--- src/design/rhls_pkg.sv ---
// Package for the ring history log search unit: request codes, field widths
// and default sizes. No dependencies.
package rhls_pkg;

   localparam int unsigned DEPTH_DEF = 16;

   localparam int REQ_W       = 2;
   localparam int ID_W        = 16;
   localparam int TURN_W      = 32;
   localparam int CNT_W       = 4;
   localparam int REQ_TDATA_W = ID_W + TURN_W;           // 48, whole bytes
   localparam int RSP_FIELD_W = 1 + CNT_W + ID_W;        // 21
   localparam int RSP_TDATA_W = ((RSP_FIELD_W + 7) / 8) * 8;

   localparam logic [ID_W-1:0]  NULL_ID   = 16'd0;
   localparam logic [CNT_W-1:0] COUNT_MAX = 4'd15;

   localparam logic [REQ_W-1:0] REQ_APPEND = 2'd0;
   localparam logic [REQ_W-1:0] REQ_MARK   = 2'd1;
   localparam logic [REQ_W-1:0] REQ_QUERY  = 2'd2;

   // rsp word bit positions
   localparam int RSP_SEEN_LSB = 0;
   localparam int RSP_CNT_LSB  = 1;
   localparam int RSP_EFF_LSB  = 1 + CNT_W;

endpackage

--- src/design/ring_history_log_search_unit.sv ---
// Ring history log search unit: circular event log in two synchronous memories
// with a backward search walk. Depends on rhls_pkg.
//
// Append, mark and unused codes give their result in the cycle after accept.
// A query walks back from the newest entry, one memory read per cycle, up to
// DEPTH-1 reads; its result follows the end of the walk, sooner if the walk hits
// an empty entry. One item at a time: no word is taken while a query walks. Reset
// is synchronous: pointer, control and per-entry valid bits clear; memory
// contents are not swept, an entry without its valid bit reads empty.
module ring_history_log_search_unit #(
   parameter int unsigned DEPTH = rhls_pkg::DEPTH_DEF
) (
   input  logic                              clock,
   input  logic                              reset,
   input  logic                              req_tvalid,
   output logic                              req_tready,
   // [15:0] event_id, [47:16] turn_number
   input  logic [rhls_pkg::REQ_TDATA_W-1:0]  req_tdata,
   // [1:0] req_type
   input  logic [rhls_pkg::REQ_W-1:0]        req_tuser,
   output logic                              rsp_tvalid,
   input  logic                              rsp_tready,
   // [0] was_seen, [4:1] seen_count, [20:5] effective_id, [23:21] zero
   output logic [rhls_pkg::RSP_TDATA_W-1:0]  rsp_tdata
);
   import rhls_pkg::*;

   localparam int AW = $clog2(DEPTH);
   localparam logic [AW-1:0] LAST_SLOT = AW'(DEPTH - 1);

   localparam logic ST_IDLE = 1'b0;
   localparam logic ST_WALK = 1'b1;

   function automatic logic [AW-1:0] prev_slot(input logic [AW-1:0] p);
      prev_slot = (p == '0) ? LAST_SLOT : p - AW'(1);
   endfunction

   logic [0:0]              state_ff, state_in;
   logic [AW-1:0]           wp_ff, wp_in;
   logic [AW-1:0]           ptr_ff, ptr_in;
   logic [AW-1:0]           left_ff, left_in;
   logic                    pend_ff;
   logic [ID_W-1:0]         qid_ff, qid_in;
   logic [TURN_W-1:0]       qturn_ff, qturn_in;
   logic [CNT_W-1:0]        cnt_ff, cnt_in;
   logic                    have_ff, have_in;
   logic [ID_W-1:0]         effid_ff, effid_in;
   logic [DEPTH-1:0]        valid_ff;
   logic                    rsp_valid_ff, rsp_valid_in;
   logic [RSP_TDATA_W-1:0]  rsp_data_ff, rsp_data_in;

   // entry store {turn, event} and effective flags
   logic [TURN_W+ID_W-1:0]  ent_mem [DEPTH];
   logic                    eff_mem [DEPTH];
   logic [TURN_W+ID_W-1:0]  rd_ent_ff;
   logic                    rd_eff_ff;
   logic                    rd_vld_ff;

   logic [REQ_W-1:0]        req_kind;
   logic [ID_W-1:0]         req_id;
   logic [TURN_W-1:0]       req_turn;
   logic                    req_accept;
   logic                    wr_ent_en, wr_eff_en, wr_eff_val;
   logic [AW-1:0]           wr_eff_addr;
   logic [ID_W-1:0]         rd_event;
   logic                    rd_eff;
   logic                    hit_null, rd_en, finish, turn_hit;

   assign req_kind = req_tuser;
   assign req_id   = req_tdata[ID_W-1:0];
   assign req_turn = req_tdata[REQ_TDATA_W-1:ID_W];

   assign req_tready = (state_ff == ST_IDLE) && (!rsp_valid_ff || rsp_tready);
   assign req_accept = req_tvalid && req_tready;

   assign wr_ent_en   = req_accept && (req_kind == REQ_APPEND);
   assign wr_eff_en   = req_accept && ((req_kind == REQ_APPEND) || (req_kind == REQ_MARK));
   assign wr_eff_addr = (req_kind == REQ_APPEND) ? wp_ff : prev_slot(wp_ff);
   assign wr_eff_val  = (req_kind == REQ_MARK);

   // never-written entries read as empty
   assign rd_event = rd_vld_ff ? rd_ent_ff[ID_W-1:0] : NULL_ID;
   assign rd_eff   = rd_vld_ff && rd_eff_ff;
   assign turn_hit = (rd_ent_ff[TURN_W+ID_W-1:ID_W] == qturn_ff);

   assign hit_null = pend_ff && (rd_event == NULL_ID);
   assign rd_en    = (state_ff == ST_WALK) && (left_ff != '0) && !hit_null;
   assign finish   = (state_ff == ST_WALK) && (hit_null || (!pend_ff && left_ff == '0));

   always_comb begin
      state_in     = state_ff;
      wp_in        = wp_ff;
      ptr_in       = ptr_ff;
      left_in      = left_ff;
      qid_in       = qid_ff;
      qturn_in     = qturn_ff;
      cnt_in       = cnt_ff;
      have_in      = have_ff;
      effid_in     = effid_ff;
      rsp_valid_in = rsp_valid_ff && !rsp_tready;
      rsp_data_in  = rsp_data_ff;

      case (state_ff)
         ST_IDLE: begin
            if (req_accept) begin
               if (req_kind == REQ_QUERY) begin
                  state_in = ST_WALK;
                  ptr_in   = prev_slot(wp_ff);
                  left_in  = LAST_SLOT;
                  qid_in   = req_id;
                  qturn_in = req_turn;
                  cnt_in   = '0;
                  have_in  = 1'b0;
                  effid_in = NULL_ID;
               end else begin
                  rsp_valid_in = 1'b1;
                  rsp_data_in  = '0;
                  if (req_kind == REQ_APPEND) begin
                     wp_in = (wp_ff == LAST_SLOT) ? '0 : wp_ff + AW'(1);
                  end
               end
            end
         end
         ST_WALK: begin
            if (rd_en) begin
               ptr_in  = prev_slot(ptr_ff);
               left_in = left_ff - AW'(1);
            end
            if (pend_ff && !hit_null && turn_hit) begin
               if ((rd_event == qid_ff) && (cnt_ff != COUNT_MAX)) begin
                  cnt_in = cnt_ff + CNT_W'(1);
               end
               if (!have_ff && rd_eff) begin
                  have_in  = 1'b1;
                  effid_in = rd_event;
               end
            end
            if (finish) begin
               state_in     = ST_IDLE;
               rsp_valid_in = 1'b1;
               rsp_data_in  = '0;
               rsp_data_in[RSP_SEEN_LSB]                 = (cnt_ff != '0);
               rsp_data_in[RSP_CNT_LSB +: CNT_W]         = cnt_ff;
               rsp_data_in[RSP_EFF_LSB +: ID_W]          = effid_ff;
            end
         end
         default: begin
            state_in = ST_IDLE;
         end
      endcase
   end

   always_ff @(posedge clock) begin
      if (reset) begin
         state_ff     <= ST_IDLE;
         wp_ff        <= '0;
         pend_ff      <= 1'b0;
         valid_ff     <= '0;
         rsp_valid_ff <= 1'b0;
      end else begin
         state_ff     <= state_in;
         wp_ff        <= wp_in;
         pend_ff      <= rd_en;
         rsp_valid_ff <= rsp_valid_in;
         if (wr_ent_en) begin
            valid_ff[wp_ff] <= 1'b1;
         end
      end
   end

   always_ff @(posedge clock) begin
      ptr_ff      <= ptr_in;
      left_ff     <= left_in;
      qid_ff      <= qid_in;
      qturn_ff    <= qturn_in;
      cnt_ff      <= cnt_in;
      have_ff     <= have_in;
      effid_ff    <= effid_in;
      rsp_data_ff <= rsp_data_in;
   end

   // memory ports: writes only while idle, reads only during the walk
   always_ff @(posedge clock) begin
      if (wr_ent_en) begin
         ent_mem[wp_ff] <= {req_turn, req_id};
      end
      if (wr_eff_en) begin
         eff_mem[wr_eff_addr] <= wr_eff_val;
      end
      if (rd_en) begin
         rd_ent_ff <= ent_mem[ptr_ff];
         rd_eff_ff <= eff_mem[ptr_ff];
         rd_vld_ff <= valid_ff[ptr_ff];
      end
   end

   assign rsp_tvalid = rsp_valid_ff;
   assign rsp_tdata  = rsp_data_ff;

endmodule

--- config.mk ---
export PLATFORM = sky130hd
export DESIGN_NAME = ring_history_log_search_unit
export DESIGN_NICKNAME = d
export VERILOG_FILES = /design/src/design/rhls_pkg.sv /design/src/design/ring_history_log_search_unit.sv
export SDC_FILE = /design/constraint.sdc
export NUM_CORES = 1
export LEC_CHECK = 0
export ABC_AREA = 0
export BUFFER_PORTS_ARGS = -buffer_cell sky130_fd_sc_hd__buf_4
export CORE_MARGIN = 2
export CORE_UTILIZATION = 40
export CTS_BUF_LIST = sky130_fd_sc_hd__clkbuf_4 sky130_fd_sc_hd__clkbuf_8 sky130_fd_sc_hd__clkbuf_16
export DETAILED_ROUTE_END_ITERATION = 12
export PLACE_DENSITY = 0.55
export SYNTH_ARGS = -nofsm -noshare
export SYNTH_HDL_FRONTEND = slang
export SYNTH_SLANG_ARGS = --single-unit
--- constraint.sdc ---
create_clock -name clock -period 14.6 [get_ports clock]
set_clock_uncertainty 0.2 [all_clocks]
set_input_delay 4.38 -clock clock [delete_from_list [all_inputs] [get_ports clock]]
set_output_delay 4.38 -clock clock [all_outputs]
set_load 0.05 [all_outputs]
# [Word-level counts from Yosys, hierarchy flattened]
# Memory sizes are Yosys's and may differ from the RTL's. A register that Yosys moved wholly into a read port is not among the register bits.
# Index checks and enable logic that the tools add are counted.
[totals] mem_count=2 latchBits=0 input_bits=54 rom_bits=0 wordCells=126 register_bits=125 ram_bits=784 out_inout_bits=26
[mem_list] memory="ent_mem" depth=16 word_bits=48 rd=1 rd_ports_with_merged_regs=1 wr=1 line_no="ring_history_log_search_unit.sv:53" text="logic [TURN_W+ID_W-1:0] ent_mem [DEPTH];"
[mem_list] memory="eff_mem" depth=16 word_bits=1 rd=1 rd_ports_with_merged_regs=1 wr=1 line_no="ring_history_log_search_unit.sv:54" text="logic eff_mem [DEPTH];"
[op_classes] n_addsub=5 eq_ne=14 n_shift=0 multipliers=0 n_bitwise=3 n_reduce_logical=37 n_lt_le_gt_ge=3 n_mux=48 div=0
[ops] op="$mux 16" count=5
[ops] op="$mux 24" count=3
[ops] op="$mux 4" count=14
[ops] op="$pmux 24 s2" count=1
[ops] op="$eq 32x32->1" count=1
[ops] op="$pmux 16 s2" count=1
[ops] op="$pmux 4 s2" count=3
[ops] op="$eq 16x16->1" count=1
[ops] op="$logic_and 1x1->1" count=16
[ops] op="$logic_not 16->1" count=1
[ops] op="$mux 1" count=16
[ops] op="$or 16x16->16" count=1
[ops] op="$logic_not 4->1" count=3
[ops] op="$ne 2x1->1 const B" count=6
[ops] op="$reduce_and 4->1" count=3
[ops] op="$sub 4x1->4 const B" count=3
[ops] op="$lt 4x5->1 const B" count=2
[ops] op="$reduce_and 3->1" count=3
[ops] op="$add 4x1->4 const B" count=2
[ops] op="$reduce_bool 4->1" count=2
[ops] op="$pmux 1 s2" count=3
[ops] op="$logic_not 1->1" count=5
[ops] op="$bmux 1 s4" count=1
[ops] op="$demux 1 s4" count=1
[ops] op="other kinds (9)" count=13

# [Longest topological paths before layout]
# Gate-level depths: netlist of run 1.
[logic_depth] ltp_word=8 ltp_mapped=10 mapped_depth_nobuf=7

# [Worst setup path after synthesis of run 1]
# Ideal clock, no wire load.
[synth_timing] path_type="in2out" startpoint="in rsp_tready" endpoint="out req_tready" t_arrival_ns=5.075 t_required_ns=10.020 setup_slack_ns=4.945 path_buffers=0 cell_stages=2 cell_sequence="nor2b_1 > nor2_1"
[synth_via] elab_chain_cells=2
[synth_lines] item="start: declaration" line_no="ring_history_log_search_unit.sv:22" text="input logic rsp_tready,"
[synth_lines] item="$logic_or 1x1->1" line_no="ring_history_log_search_unit.sv:73" text="assign req_tready = (state_ff == ST_IDLE) && (!rsp_valid_ff || rsp_tready);"
[synth_lines] item="$logic_and 1x1->1" line_no="ring_history_log_search_unit.sv:73"
[synth_lines] item="end: declaration" line_no="ring_history_log_search_unit.sv:16" text="output logic req_tready,"
# No other way between the ends.

# [Worst setup path in the final report of run 1]
# Same ends and word-level chain as after synthesis.

==> results of run 1 <==
final cells by class:
type                    instances  share of cell area
diodes                          3           0.0001793
clock buffers                 129             0.06695
repair buffers                110             0.02032
well taps                    1176             0.03515
inverters                      19            0.001763
clock inverters                58             0.01276
multi-input cells             571              0.1833
flip-flops and latches        955              0.6795
metrics by stage:
| stage | cells | utilization | setup slack [ps] | cell area (sq um) |
|---|---|---|---|---|
| 2_1_floorplan | 1622 | - | 4945 | 36500 |
| 3_3_place_gp | 2831 | 0.4273 | 5065 | 38520 |
| 3_5_place_dp | 2831 | 0.4273 | 5051 | 38520 |
| 4_1_cts | 3018 | 0.4643 | 5053 | 41860 |
| 5_1_grt | 3020 | 0.4643 | 4980 | 41860 |
| 6_report | 3021 | 0.4644 | 5067 | 41860 |
where the power goes:
part           leakage, nW  internal, mW  total [mW]  switching, mW
combinational         3.12        0.0790       0.205          0.126
sequential            8.60          3.03        3.04         0.0103
clock                 1.67          1.51        2.54           1.02
flip-flops by register name, indices dropped and copies added (netlist names), 16 cells and up:
register / flops
qturn_ff: 32
qid_ff: 16
ent_mem: 768
rsp_tdata: 21
eff_mem: 16
effid_ff: 16
valid_ff: 16
rd_ent_ff: 48
placed cells by master, fill, tap and decap left out, types with 18 or more instances in the layout:
cell type | Yosys | layout
clkinv_1 | 0 | 21
nor2_1 | 70 | 58
buf_4 | 16 | 108
dfxtp_1 | 23 | 23
clkinv_2 | 0 | 21
clkbuf_16 | 0 | 104
clkbuf_4 | 0 | 23
nand2_1 | 32 | 32
mux4_2 | 246 | 246
edfxtp_1 | 932 | 932
xor2_1 | 31 | 31
and2_1 | 19 | 19
a31oi_1 | 18 | 18
layer usage:
layer	share of wire	global-route usage	wire, microns
met3	0.045	0.02793	3426
met4	0.022	0.04708	1665
met2	0.49	0.2691	37610
met1	0.44	0.2296	33500
met5	0.00052	0	40
worst max-delay path, delay by kind of cell:
family / cells / cell delay (ps)
simple gates: 2 / 270
buf+inv: 2 / 300
worst max-delay path by stage:
stage | startpoint | end
3_5_place_dp | rsp_tready | req_tready
2_1_floorplan | rsp_tready | req_tready
3_3_place_gp | rsp_tready | req_tready
4_1_cts | rsp_tready | req_tready
6_report | rsp_tready | req_tready
5_1_grt | rsp_tready | req_tready
logic make-up after synthesis:
family / after synthesis
adder cells (fa/ha/maj): 10
XOR/XNOR: 41
multiplexers: 256
other: 1
AND/OR/NAND/NOR: 193
buffers and inverters: 96
flip-flops: 955
AO/OA/AOI/OAI: 68
==> results_dict.tcl, run 1 <==
set metrics [dict create \
    synth.distinct_cells 45 \
    initial_core_util 0.4048 \
    synth_top_family_by_area "multiplexers" \
    grt_remaining_overflow 0 \
    finalSetupViolCount 0 \
    synthFlopType "edfxtp_1" \
    post_cts_resized 0 \
    grt_max_degree 137 \
    drt_iter0_drc 1386 \
    whs_ps 270.5 \
    path_class "primary input to output pin" \
    crit_path_end_kind "output pin" \
    synth-xor-area-share 0.009840 \
    post-route-drc-count 0 \
    cts_max_level 3 \
    outcome "complete, no violations" \
    synth_edf_count 932 \
    worstHoldStart "valid_ff[3]" \
    multiInputGateArea_sq_um 7675 \
    fin_crit_sh 0.6529 \
    yosys.area_share.simple 0.02619 \
    hold_end "valid_ff[3]" \
    synth_warnings 0 \
    wirelength_microns 76250 \
    hp-class "register to register" \
    yosys.area.top_type "edfxtp_1" \
    ios 80 \
    ir_worst_vdd_mv 0.1030 \
    rows 110 \
    fmax_mhz 104.9 \
    synthCells 1620 \
    fillers 7404 \
    min_path_cells 2 \
    rsz0062_at_grt "false" \
    cap_violations 0 \
    cts_tree "done" \
    synth.top_cell.area_share 0.7669 \
    ff2ff_setup_slack_ps 10350 \
    tns_ps 0 \
    clock_latency_ps 660 \
    ys_seq_elements 955 \
    max_stage_delay_ps 200 \
    regArea_sq_um 28450 \
    syn2layout_area_growth_pct 14.71 \
    min_period_ps 9533 \
    final_hold_viol_count 0 \
    grt_antenna_before_repair 6 \
    die_w_microns 306.1 \
    synth.area.mux_share 0.1564 \
    grt_pass1_vias 17130 \
    power.total_mw 5.785 \
    synth_compound_area_frac 0.01101 \
    dieArea_sq_um 93670 \
    dp_hpwl_microns 39100 \
    reg2regPathDepth 5 \
    viasPerCell 5.388 \
    timing.critical_path.cells "buf_4, nor2b_1, nor2_1, buf_4" \
    num-nets-final 1822 \
    critPathMaxFanout 3 \
    async_flop_share 0 \
    critPathRequiredTime_ps 10020 \
    netlist_area_sq_um 36500 \
    root_buffer "clkbuf_16" \
    yosysMostFrequentCell "edfxtp_1" \
    post_cts_buffers 0 \
    numCtsBuffers 101 \
    io_buffer_count 76 \
    p_per_area_nw_per_um2 138.2 \
    dr.pass1.iters 5 \
    cts.sinks 955 \
    arrival_ps 4950 \
    cp-start-kind "primary input" \
    synth_area_leaders "edfxtp_1, mux4_2, dfxtp_1, xor2_1, nor2_1" \
    cts.hold.buffers_added 0 \
    vias 16278 \
    wl_per_cell_microns 25.24 \
    worst_pin_slew_ps 1096 \
    layout-drive-gt1-share 0.2980 \
    die_h_microns 306.1 \
    core_area_sq_um 90150 \
    final_max_slew_viol_count 0 \
    clk_pin_slew_worst_paths_ps 60 \
    cp_common_cell "buf_4" \
    cts_max_path_buffers 3 \
    leakagePower_nw 13.40 \
    place_congestion 0.7144 \
    grt_first_pass_wirelength_microns 113300 \
    seq_area_frac_synth 0.7795 \
    synth_top_cells_by_count "edfxtp_1, mux4_2, nor2_1" \
    synth.avg_cell_area_sq_um 22.53 \
    relSlewSlack 0.2693 \
    r2r-start "ptr_ff[0]" \
    synth-adder-area-share 0.003428 \
    cp_slowest_cell "nor2b_1" \
    r2r_end "rd_ent_ff[32]" \
    detail-route-antenna-nets 0 \
    grt_use_total 0.1647 \
]
No activity file was read; power rests on OpenSTA's default activity.
==> inputs of run 2 (changes only) <==
--- a/config.mk
+++ b/config.mk
@@ -11,7 +11,7 @@
 export CORE_UTILIZATION = 40
 export CTS_BUF_LIST = sky130_fd_sc_hd__clkbuf_4 sky130_fd_sc_hd__clkbuf_8 sky130_fd_sc_hd__clkbuf_16
 export DETAILED_ROUTE_END_ITERATION = 12
-export PLACE_DENSITY = 0.55
+export PLACE_DENSITY = 0.57
 export SYNTH_ARGS = -nofsm -noshare
 export SYNTH_HDL_FRONTEND = slang
 export SYNTH_SLANG_ARGS = --single-unit
==> constraint.sdc (replaced) <==
create_clock -name clock -period 7.9 [get_ports clock]
set_clock_uncertainty 0.2 [all_clocks]
set_input_delay 2.37 -clock clock [delete_from_list [all_inputs] [get_ports clock]]
set_output_delay 2.37 -clock clock [all_outputs]
set_load 0.05 [all_outputs]
==> results_dict.tcl, run 2 (same netlist as run 1, synthesis figures left out) <==
set metrics [dict create \
    hp-class "register to register" \
    grt_use_met3 0.04590 \
    clk_pin_slew_worst_paths_ps 60 \
    drt_iter0_drc 1576 \
    fillers 7338 \
    min_period_ps 5491 \
    grt_first_pass_wirelength_microns 118800 \
    cp_common_cell "buf_4" \
    wirelength_microns 80520 \
    core_area_sq_um 90150 \
    numCtsBuffers 98 \
    dr.pass1.iters 5 \
    largest_register_ffs 768 \
    placed_cells 2839 \
    cts.sinks 955 \
    outcome "complete, no violations" \
    leakagePower_nw 13.37 \
    layout-drive-gt1-share 0.2990 \
    ir_worst_vdd_mv 0.1652 \
    wl_per_cell_microns 26.67 \
    layout_common_cells "edfxtp_1, mux4_2, buf_4, clkbuf_16, nor2_1" \
    io_buffer_count 76 \
    grt_pass1_vias 17260 \
    post-route-util 0.4638 \
    reg_top3 "ent_mem x768, rd_ent_ff x48, qturn_ff x32" \
    final_max_slew_viol_count 0 \
    place_congestion 0.7531 \
    critPathMaxFanout 3 \
    cap_violations 0 \
    grt_antenna_before_repair 3 \
    dieArea_sq_um 93670 \
    arrival_ps 2920 \
    grt_remaining_overflow 0 \
    finalSetupViolCount 0 \
    num-nets-final 1827 \
    vias 16688 \
    worst_pin_slew_ps 1122 \
    die_h_microns 306.1 \
    final_common_cell "edfxtp_1" \
    rsz0062_at_grt "false" \
    max_stage_delay_ps 200 \
    crit_path_end_kind "output pin" \
    grt-busiest-layer "met2" \
    tns_ps 0 \
    p_per_area_nw_per_um2 253.7 \
    cts.hold.buffers_added 0 \
    rows 110 \
    cts_max_level 3 \
    initial_core_util 0.4048 \
    timing.critical_path.cells "buf_4, nor2b_1, nor2_1, buf_4" \
    path_class "primary input to output pin" \
    dp_hpwl_microns 48090 \
    n_antenna_cell 0 \
    detail-route-antenna-nets 0 \
    critPathRequiredTime_ps 5330 \
    viasPerCell 5.528 \
    die_w_microns 306.1 \
    post_cts_resized 0 \
    final_hold_viol_count 0 \
    grt_use_total 0.1743 \
    relSlewSlack 0.2519 \
    cts_tree "done" \
    gr-usage-met1 0.2497 \
    top_register "ent_mem" \
    cp-start-kind "primary input" \
    ios 80 \
    clock_latency_ps 660 \
    cp_slowest_cell "buf_4" \
    post_cts_buffers 0 \
    met2_usage 0.2696 \
    fmax_mhz 182.1 \
    finalNonFillerCells 3019 \
    post-route-drc-count 0 \
    root_buffer "clkbuf_16" \
    cts_max_path_buffers 3 \
    grt_max_degree 150 \
    syn2layout_area_growth_pct 14.56 \
    fin_crit_sh 0.6951 \
]
-- run 2: cell types whose count changed in the layout (fill, tap and decap cells not counted), moves of 2 or more --
cell        change
clkbuf_8        -2
buf_4           +7
clkinv_2        -2
clkinvlp_4      +2
clkbuf_4        -2
diode_2         -3
clkbuf_16       -3
-- run 2: final timing paths --
path | from | slack [ps] | to | depth (start not counted)
setup reg to reg | ptr_ff[0] | 4180 | rd_ent_ff[16] | 4
hold reg to reg | valid_ff[6] | 270 | valid_ff[6] | 2
hold / removal | valid_ff[6] | 270 | valid_ff[6] | 2
setup / recovery | rsp_tready | 2410 | req_tready | 4
-- run 2: area by class of cell --
| type | instances | area, sq um | area share |
|---|---|---|---|
| tap | 1176 | 1471 | 0.03519 |
| multi-input combinational | 571 | 7675 | 0.1836 |
| timing repair buffer | 118 | 923.4 | 0.02209 |
| clock inverter | 58 | 533.0 | 0.01275 |
| inverter | 19 | 73.82 | 0.001766 |
| clock buffer | 122 | 2685 | 0.06422 |
| sequential | 955 | 28450 | 0.6804 |
-- run 2: stage by stage --
| stage | power, mW | instance area, sq um | hold slack [ps] | setup slack (ps) |
|---|---|---|---|---|
| after global routing | 10.95 | 41810 | 292.3 | 2348 |
| after global placement | 6.143 | 38590 | 241.2 | 2372 |
| after detailed placement | 6.152 | 38590 | 253.9 | 2360 |
| final | 10.61 | 41810 | 271.1 | 2409 |
| after CTS | 10.72 | 41810 | 268.7 | 2396 |
| after floorplan | 5.960 | 36500 | 231.5 | 552.8 |
-- run 2: per-layer routing --
layer	wire length, microns	up-vias	part of all wire
met5	13	-	0.00016
met4	1272	2	0.016
met3	6345	97	0.079
met2	37750	629	0.47
met1	35130	8891	0.44
li1	-	7069	-
-- run 2: critical path, delay by kind of cell --
family / cells / cell delay, ps
buffers and inverters: 2 / 310
AND/OR/NAND/NOR: 2 / 250
-- run 2: where the power goes --
part	internal (mW)	switching, mW	leakage, nW
combinational	0.147	0.264	3.17
sequential	5.60	0.0198	8.60
clock	2.68	1.89	1.60
total	8.43	2.18	13.4
